===== src/hdl/fwlp_pkg.sv =====
// ----------------------------------------------------------------------------
// four wheel lateral pid move - shared definitions
// transfer payloads, lane control group, command, status and register codes
// ----------------------------------------------------------------------------
package fwlp_pkg;

	localparam int WHEELS    = 4;
	localparam int DIV_STEPS = 16;
	localparam int STEP_W    = $clog2(DIV_STEPS);

	// reset values of the configuration registers
	localparam logic [15:0] GAIN_PROP_RST  = 16'd1;
	localparam logic [14:0] GAIN_DIV_RST   = 15'd1;
	localparam logic [15:0] GAIN_DERIV_RST = 16'd0;
	localparam logic [15:0] TICK_LIMIT_RST = 16'd1000;
	localparam logic [7:0]  RIGHT_SCALE_RST = 8'd48;

	localparam logic [16:0] TICK_MAX = 17'h1ffff;

	typedef enum logic {
		CMD_START = 1'b0,
		CMD_TICK  = 1'b1
	} command_t;

	typedef enum logic [1:0] {
		STATUS_IDLE    = 2'd0,
		STATUS_RUNNING = 2'd1,
		STATUS_REACHED = 2'd2,
		STATUS_TIMEOUT = 2'd3
	} move_status_t;

	typedef enum logic [2:0] {
		CFG_GAIN_PROP             = 3'd0,
		CFG_GAIN_INTEGRAL_DIVISOR = 3'd1,
		CFG_GAIN_DERIV            = 3'd2,
		CFG_TICK_LIMIT            = 3'd3,
		CFG_RIGHT_TARGET_SCALE    = 3'd4
	} cfg_reg_t;

	typedef struct packed {
		logic               command;
		logic               move_right;
		logic [7:0]         target_byte;
		logic signed [15:0] count_a;
		logic signed [15:0] count_b;
		logic signed [15:0] count_c;
		logic signed [15:0] count_d;
	} in_item_t;

	typedef struct packed {
		logic [15:0] duty_a;
		logic [15:0] duty_b;
		logic [15:0] duty_c;
		logic [15:0] duty_d;
		logic [1:0]  move_status;
	} out_item_t;

	// sequencer to lane control group
	typedef struct packed {
		logic load;      // latch count, form error, arm divider
		logic div_step;  // one quotient bit
		logic mul;       // integral update and products
		logic commit;    // previous count takes current count
	} lane_ctl_t;

endpackage


===== src/hdl/fwlp_lane.sv =====
// ----------------------------------------------------------------------------
// fwlp_lane - one wheel of the controller
// error, bit-serial integral division, derivative and proportional products
// ----------------------------------------------------------------------------
module fwlp_lane (
	input  logic                clk,
	input  logic                arst_n,
	input  fwlp_pkg::lane_ctl_t ctl,
	input  logic signed [15:0]  count,
	input  logic                make_abs,
	input  logic signed [15:0]  target,
	input  logic [14:0]         divisor,
	input  logic [15:0]         gain_prop,
	input  logic [15:0]         gain_deriv,
	output logic [15:0]         duty,
	output logic                err_neg
);

	logic signed [15:0] curr_d;
	logic signed [17:0] err_d;
	logic [17:0]        err_neg_d;
	logic [15:0]        mag_d;
	logic [15:0]        rem_sh;
	logic               fits;
	logic [15:0]        rem_next;
	logic [31:0]        q_ext;
	logic [31:0]        q_signed;
	logic [15:0]        diff;
	logic [31:0]        prod_d;
	logic [31:0]        prod_p;

	logic signed [15:0] curr_q;
	logic signed [17:0] err_q;
	logic [15:0]        prev_q;
	logic [31:0]        integ_q;
	logic [15:0]        rem_q;
	logic [15:0]        quo_q;
	logic [15:0]        dterm_s1;
	logic [15:0]        pterm_s1;

	always_comb begin
		// absolute value when make_abs is set, most negative count saturates
		if (make_abs && count[15]) begin
			curr_d = (count == 16'sh8000) ? 16'sh7fff : -count;
		end else begin
			curr_d = count;
		end
		err_d     = $signed({{2{target[15]}}, target}) - $signed({{2{curr_d[15]}}, curr_d});
		err_neg_d = -err_d;
		mag_d     = err_d[17] ? err_neg_d[15:0] : err_d[15:0];
	end

	// restoring division, quotient shifts in where the dividend shifts out
	assign rem_sh   = {rem_q[14:0], quo_q[15]};
	assign fits     = rem_sh >= {1'b0, divisor};
	assign rem_next = fits ? (rem_sh - {1'b0, divisor}) : rem_sh;

	// truncation toward zero: divide magnitudes, then restore the sign
	assign q_ext    = {16'b0, quo_q};
	assign q_signed = err_q[17] ? (32'd0 - q_ext) : q_ext;

	// only the low 16 bits of the drive survive, so low operand halves suffice
	assign diff   = curr_q - prev_q;
	assign prod_d = {16'b0, gain_deriv} * {16'b0, diff};
	assign prod_p = {16'b0, gain_prop} * {16'b0, err_q[15:0]};

	assign duty    = dterm_s1 + pterm_s1 + integ_q[15:0];
	assign err_neg = err_q[17];

	always_ff @(posedge clk or negedge arst_n) begin
		if (!arst_n) begin
			prev_q  <= '0;
			integ_q <= '0;
		end else begin
			if (ctl.mul) begin
				integ_q <= integ_q + q_signed;
			end
			if (ctl.commit) begin
				prev_q <= curr_q;
			end
		end
	end

	always_ff @(posedge clk) begin
		if (ctl.load) begin
			curr_q <= curr_d;
			err_q  <= err_d;
			quo_q  <= mag_d;
			rem_q  <= '0;
		end else if (ctl.div_step) begin
			rem_q <= rem_next;
			quo_q <= {quo_q[14:0], fits};
		end
		if (ctl.mul) begin
			dterm_s1 <= prod_d[15:0];
			pterm_s1 <= prod_p[15:0];
		end
	end

endmodule


===== src/hdl/four_wheel_lateral_pid_move.sv =====
// ----------------------------------------------------------------------------
// four_wheel_lateral_pid_move - four channel position pid for lateral moves
// start transfers arm a move, tick transfers bring encoder counts and return
// four duties and the move status
// ----------------------------------------------------------------------------
// one input transfer gives exactly one output transfer. a start transfer or a
// tick outside a move or past the tick limit sets its result on acceptance and
// the done state hands it to the output register. a control tick latches the
// counts and errors on acceptance, runs the integral division (each wheel lane
// has its own restoring divider and makes one quotient bit a cycle), then does
// the integral update and the gain products, then the sum and the status
// decision, and then hands the result to the output register. while the output
// register stays stalled with a result ready to replace it, the result waits in
// the done state. the input is taken whenever the sequencer is idle, even while
// a finished result still waits in the output register. configuration is to be
// written through cfg_we, cfg_index and cfg_data only while the block is idle;
// the block does not enforce this. a zero integral divisor acts as one.
module four_wheel_lateral_pid_move (
	input  logic                clk,
	input  logic                arst_n,
	input  logic                in_valid,
	output logic                in_stall,
	input  fwlp_pkg::in_item_t  in_item,
	output logic                out_valid,
	input  logic                out_stall,
	output fwlp_pkg::out_item_t out_item,
	input  logic                cfg_we,
	input  logic [2:0]          cfg_index,
	input  logic [15:0]         cfg_data
);

	typedef enum logic [2:0] {
		S_IDLE,
		S_DIV,
		S_MUL,
		S_SUM,
		S_DONE
	} state_t;

	state_t state_q;

	// configuration registers
	logic [15:0] gain_prop_q;
	logic [14:0] gain_div_q;
	logic [15:0] gain_deriv_q;
	logic [15:0] tick_limit_q;
	logic [7:0]  right_scale_q;

	// move state
	logic signed [15:0] target_q;
	logic               dir_right_q;
	logic               moving_q;
	logic [16:0]        tick_q;

	logic [fwlp_pkg::STEP_W-1:0] step_q;
	fwlp_pkg::out_item_t         res_q;
	fwlp_pkg::out_item_t         out_q;
	logic                        out_valid_q;

	logic                accept;
	logic                tick_go;
	logic                reached;
	logic                out_free;
	logic [15:0]         scaled;
	logic [14:0]         div_eff;
	fwlp_pkg::lane_ctl_t ctl;

	logic signed [15:0] counts [fwlp_pkg::WHEELS];
	logic [15:0]        duties [fwlp_pkg::WHEELS];
	logic               err_negs [fwlp_pkg::WHEELS];

	assign in_stall  = (state_q != S_IDLE);
	assign accept    = in_valid && !in_stall;
	assign out_valid = out_valid_q;
	assign out_item  = out_q;
	assign out_free  = !out_valid_q || !out_stall;

	// a tick that runs the full control law
	assign tick_go = accept && (in_item.command == fwlp_pkg::CMD_TICK) && moving_q
		&& !(tick_q > {1'b0, tick_limit_q});

	assign scaled  = {8'b0, in_item.target_byte} * {8'b0, right_scale_q};
	assign div_eff = (gain_div_q == '0) ? 15'd1 : gain_div_q;

	// the first wheel decides whether the target is passed
	assign reached = err_negs[0];

	always_comb begin
		ctl          = '0;
		ctl.load     = tick_go;
		ctl.div_step = (state_q == S_DIV);
		ctl.mul      = (state_q == S_MUL);
		ctl.commit   = (state_q == S_SUM) && !reached;
	end

	assign counts[0] = in_item.count_a;
	assign counts[1] = in_item.count_b;
	assign counts[2] = in_item.count_c;
	assign counts[3] = in_item.count_d;

	// one lane per wheel; left moves fold wheels b and d, right moves a and c
	for (genvar i = 0; i < fwlp_pkg::WHEELS; i++) begin : g_lane
		fwlp_lane u_lane (
			.clk        (clk),
			.arst_n     (arst_n),
			.ctl        (ctl),
			.count      (counts[i]),
			.make_abs   ((i % 2 == 0) ? dir_right_q : !dir_right_q),
			.target     (target_q),
			.divisor    (div_eff),
			.gain_prop  (gain_prop_q),
			.gain_deriv (gain_deriv_q),
			.duty       (duties[i]),
			.err_neg    (err_negs[i])
		);
	end

	always_ff @(posedge clk or negedge arst_n) begin
		if (!arst_n) begin
			state_q       <= S_IDLE;
			out_valid_q   <= 1'b0;
			gain_prop_q   <= fwlp_pkg::GAIN_PROP_RST;
			gain_div_q    <= fwlp_pkg::GAIN_DIV_RST;
			gain_deriv_q  <= fwlp_pkg::GAIN_DERIV_RST;
			tick_limit_q  <= fwlp_pkg::TICK_LIMIT_RST;
			right_scale_q <= fwlp_pkg::RIGHT_SCALE_RST;
			target_q      <= '0;
			dir_right_q   <= 1'b0;
			moving_q      <= 1'b0;
			tick_q        <= '0;
			step_q        <= '0;
		end else begin
			// configuration writes
			if (cfg_we) begin
				case (cfg_index)
					fwlp_pkg::CFG_GAIN_PROP:             gain_prop_q   <= cfg_data;
					fwlp_pkg::CFG_GAIN_INTEGRAL_DIVISOR: gain_div_q    <= cfg_data[14:0];
					fwlp_pkg::CFG_GAIN_DERIV:            gain_deriv_q  <= cfg_data;
					fwlp_pkg::CFG_TICK_LIMIT:            tick_limit_q  <= cfg_data;
					fwlp_pkg::CFG_RIGHT_TARGET_SCALE:    right_scale_q <= cfg_data[7:0];
					default: ;
				endcase
			end

			// output register empties on a completed transfer unless refilled below
			if (out_valid_q && !out_stall && state_q != S_DONE) begin
				out_valid_q <= 1'b0;
			end

			case (state_q)
				S_IDLE: begin
					if (accept) begin
						if (in_item.command == fwlp_pkg::CMD_START) begin
							// new move: latch target and direction, restart tick count
							dir_right_q <= in_item.move_right;
							target_q    <= in_item.move_right ? scaled
								: {8'b0, in_item.target_byte};
							tick_q      <= '0;
							moving_q    <= 1'b1;
							res_q       <= {{fwlp_pkg::WHEELS{16'd0}},
								fwlp_pkg::STATUS_RUNNING};
							state_q     <= S_DONE;
						end else if (!moving_q) begin
							res_q       <= {{fwlp_pkg::WHEELS{16'd0}},
								fwlp_pkg::STATUS_IDLE};
							state_q     <= S_DONE;
						end else if (!tick_go) begin
							// tick count above the limit aborts the move
							moving_q    <= 1'b0;
							res_q       <= {{fwlp_pkg::WHEELS{16'd0}},
								fwlp_pkg::STATUS_TIMEOUT};
							state_q     <= S_DONE;
						end else begin
							res_q   <= '0;
							step_q  <= '0;
							state_q <= S_DIV;
						end
					end
				end
				S_DIV: begin
					step_q <= step_q + 1'b1;
					if (step_q == fwlp_pkg::STEP_W'(fwlp_pkg::DIV_STEPS - 1)) begin
						state_q <= S_MUL;
					end
				end
				S_MUL: begin
					state_q <= S_SUM;
				end
				S_SUM: begin
					if (reached) begin
						// integrals already updated, duties stay zero
						moving_q <= 1'b0;
						res_q.move_status <= fwlp_pkg::STATUS_REACHED;
					end else begin
						res_q.duty_a      <= duties[0];
						res_q.duty_b      <= duties[1];
						res_q.duty_c      <= duties[2];
						res_q.duty_d      <= duties[3];
						res_q.move_status <= fwlp_pkg::STATUS_RUNNING;
						if (tick_q != fwlp_pkg::TICK_MAX) begin
							tick_q <= tick_q + 1'b1;
						end
					end
					state_q <= S_DONE;
				end
				S_DONE: begin
					// wait for room in the output register
					if (out_free) begin
						out_q       <= res_q;
						out_valid_q <= 1'b1;
						state_q     <= S_IDLE;
					end
				end
				default: begin
					state_q <= S_IDLE;
				end
			endcase
		end
	end

`ifndef SYNTHESIS
	// a finished result reports running exactly when the move stays armed
	a_status_matches_move: assert property (@(posedge clk) disable iff (!arst_n)
		(state_q == S_DONE) |-> (moving_q == (res_q.move_status == fwlp_pkg::STATUS_RUNNING)))
		else $error("move status disagrees with move state");

	// the divider only starts on an accepted tick
	a_div_from_accept: assert property (@(posedge clk) disable iff (!arst_n)
		$rose(state_q == S_DIV) |-> $past(accept && in_item.command == fwlp_pkg::CMD_TICK))
		else $error("division started without an accepted tick");

	// the tick counter only goes down on a start transfer
	a_tick_clears_on_start: assert property (@(posedge clk) disable iff (!arst_n)
		(tick_q < $past(tick_q)) |-> $past(accept && in_item.command == fwlp_pkg::CMD_START))
		else $error("tick counter dropped outside a start");
`endif

endmodule


===== config.mk =====
export PLATFORM = sky130hd
export DESIGN_NAME = four_wheel_lateral_pid_move
export DESIGN_NICKNAME = d
export VERILOG_FILES = /design/src/hdl/fwlp_pkg.sv /design/src/hdl/fwlp_lane.sv /design/src/hdl/four_wheel_lateral_pid_move.sv
export SDC_FILE = /design/constraint.sdc
export NUM_CORES = 2
export LEC_CHECK = 0
export ABC_AREA = 1
export BUFFER_PORTS_ARGS = -buffer_cell sky130_fd_sc_hd__buf_4
export CORE_ASPECT_RATIO = 0.9
export CORE_MARGIN = 2
export CORE_UTILIZATION = 35
export CTS_CLUSTER_SIZE = 25
export DETAILED_ROUTE_END_ITERATION = 7
export PLACE_DENSITY_LB_ADDON = 0.05
export SLEW_MARGIN = 20
export SYNTH_ARGS = -nofsm -noshare
export SYNTH_HDL_FRONTEND = slang
export SYNTH_SLANG_ARGS = --single-unit

===== constraint.sdc =====
create_clock -name clk -period 7.6 [get_ports clk]
set_input_delay 0.38 -clock clk [delete_from_list [all_inputs] [get_ports clk]]
set_output_delay 0.38 -clock clk [all_outputs]
set_load 0.01 [all_outputs]

==> impl_metrics.tcl <==
set metrics [dict create \
    drv_cap 0 \
    synth_edf_count 456 \
    port_buffers 165 \
    vias 64773 \
    routabilityCongestion 0.882 \
    drc_errors 0 \
    finalSetupViolations 0 \
    routedWlPerCell_um 21.1 \
    drv_slew 0 \
    yosys_warnings 0 \
    worstPathRequired_ns 8.13 \
    grt_max_degree 102 \
    track_usage_pct 24.2 \
    period_minus_slack_ns 7.14 \
    grt_pass1_wl_um 420000 \
    die-area_um2 234000 \
    startpoint_type "flop" \
    ios 166 \
    ys_ff_latch 758 \
    die_w_um 510 \
    cts-buffers-inserted 98 \
    cts_tree "yes" \
    dp_hpwl_um 226000 \
    viasPerCell 4.88 \
    drtPass1Iterations 5 \
    clock_path_buffers 3 \
    endpoint_kind "flop" \
    crit_family "adder cells" \
    worst_pin_slew_ns 1.25 \
    hold_class "primary input to flop" \
    synthCells 10031 \
    crit_buf_inv 10 \
    syn2layout_area_growth_pct 10.5 \
    clkLatencyLatePin_ns 0.77 \
    path_clk_slew_ns 0.07 \
    drt_iter0_markers 4729 \
    die_height_um 460 \
    crit_top_cell "inv_1" \
    first_global_vias 64334 \
    seq_area_frac_synth_pct 26.0 \
    slowest_stage "fa_1" \
    placedCellCount 13073 \
    cts_sinks 758 \
    mostFrequentLayoutCell "nand2_1" \
    fin_skew_ns 0.0452 \
    finalWirelength_um 281000 \
    rsz0062_at_grt "no" \
    core_um2 230000 \
    fin_crit_sh_pct 94.0 \
    fin_tns_setup_ns 0 \
    setup.worst_path.class "flop to flop" \
    critical_path_arrival_ns 7.68 \
    relSlewSlack_pct 16.7 \
    final_cell_count_no_fill 13275 \
    initial_core_util_pct 35.2 \
    status "completed" \
    hold_viol_final 0 \
    syn-num-nets 11644 \
    max_freq_mhz 140 \
    postSynthAreaPerCell_um2 8.05 \
    nets 11757 \
    antenna_left 0 \
    root_buffer "clkbuf_16" \
    critPathMaxStageDelay_ns 0.53 \
    antenna_found_initial 21 \
    mostFrequentLayoutCells "2263 x nand2_1, 2091 x inv_1, 759 x ha_1, 756 x fa_1, 703 x nor2_1" \
    htreeDepth 3 \
    synth_area_um2 80700 \
    drive_above_1_share_pct 5.44 \
    overflow 0 \
    synthArstFlopShare_pct 31.9 \
    synth_flop_cell "edfxtp_1" \
    post_synth_num_cell_types 66 \
    cp_max_fo 7 \
    rows 167 \
]
## synth_stat cells (36+ instances only)
cell	count	area share, %
a21o_1	36	0.33
a21oi_1	499	3.1
clkbuf_1	225	1.0
dfrtp_1	232	7.2
dfxtp_1	60	1.5
edfxtp_1	456	17
fa_1	756	19
ha_1	759	12
inv_1	2095	9.7
nand2_1	2265	11
nand3_1	333	2.1
nand4_1	50	0.39
nor2_1	705	3.3
nor3_1	112	0.69
o21ai_0	494	3.1
xnor2_1	206	2.2
xor2_1	327	3.5
## per-layer routing
metal	global-route usage, %	share of wire [%]	vias up
met2	35.9	42	1569
met3	4.18	6.2	213
met5	0	0.0075	-
met4	4.22	1.7	4
li1	-	-	31429
met1	36.7	50	31558
## path summary, 6_finish.rpt
check	end	startpoint	cells after the start	slack [ns]
min in group asynchronous	g_lane[3].u_lane.integ_q[15]$_DFFE_PN0P_	arst_n	2	0.19
worst min-delay path	g_lane[3].u_lane.curr_q[15]$_DFFE_PP_	in_item[15]	3	0.05
worst max-delay path	g_lane[0].u_lane.dterm_s1[15]$_DFFE_PP_	g_lane[0].u_lane.curr_q[0]$_DFFE_PP_	35	0.46
max in group asynchronous	tick_q[14]$_DFFE_PN0P_	arst_n	4	5.04
worst max register to register	g_lane[0].u_lane.dterm_s1[15]$_DFFE_PP_	g_lane[0].u_lane.curr_q[0]$_DFFE_PP_	35	0.46
worst min register to register	out_item[40]$_DFFE_PP_	res_q[40]$_SDFFCE_PN0P_	0	0.42
## worst min-delay path, stage by stage
cell and delay, ns:
buf_4 0.11, inv_1 0.06, a21oi_1 0.07
## repair_timing
action,4_1_cts,5_1_grt
endpoints found under the hold margin,76,0
resized for setup,0,4
endpoints found under the setup margin,0,3
setup buffers,0,0
hold buffers,12,0
## state kept, by name, summed over array words and instances (netlist names), 3 cells and up
| name | cells |
|---|---|
| g_lane.u_lane.err_q | 68 |
| tick_q | 17 |
| res_q | 66 |
| gain_prop_q | 16 |
| out_item | 66 |
| g_lane.u_lane.quo_q | 64 |
| gain_div_q | 15 |
| gain_deriv_q | 16 |
| g_lane.u_lane.dterm_s1 | 64 |
| g_lane.u_lane.curr_q | 64 |
| g_lane.u_lane.integ_q | 64 |
| tick_limit_q | 16 |
| right_scale_q | 8 |
| step_q | 4 |
| g_lane.u_lane.rem_q | 60 |
| g_lane.u_lane.pterm_s1 | 64 |
| state_q | 3 |
| g_lane.u_lane.prev_q | 64 |
| target_q | 16 |
## logic make-up (layout without fill, tap and decap cells)
family	count (synthesis)	in the layout	synth area share (%)
AO/OA/AOI/OAI	1211	1211	8.10
XOR/XNOR	545	545	6.03
adder cells (fa/ha/maj)	1515	1515	30.5
buffers and inverters	2393	2587	11.2
flip-flops	758	758	26.0
other	0	8	0
AND/OR/NAND/NOR	3609	3609	18.2
## layout make-up
type | count | area, µm²
Tap cell | 3042 | 3810
Sequential cell | 758 | 21000
Multi-Input combinational cell | 6880 | 50800
Timing Repair Buffer | 294 | 2380
Inverter | 2112 | 7930
Antenna cell | 8 | 20.0
Fill cell | 23638 | 140000
Clock inverter | 62 | 658
Clock buffer | 119 | 2650
## per-stage QoR
stage	worst slack [ns]	cell area, µm²	util, %	hold slack [ns]
finish	0.455	89200	38.9	0.0491
global route	0.00859	89200	38.8	0.0239
CTS	0.405	89200	38.8	0.000694
detailed placement	0.445	85700	37.3	0.405
global placement	0.435	85700	37.3	0.401
floorplan	1.03	80700	-	0.0844
Power is left out: the tool's default activity adds up to more than one toggle a clock period on the data nets, which glitch-free logic cannot reach.
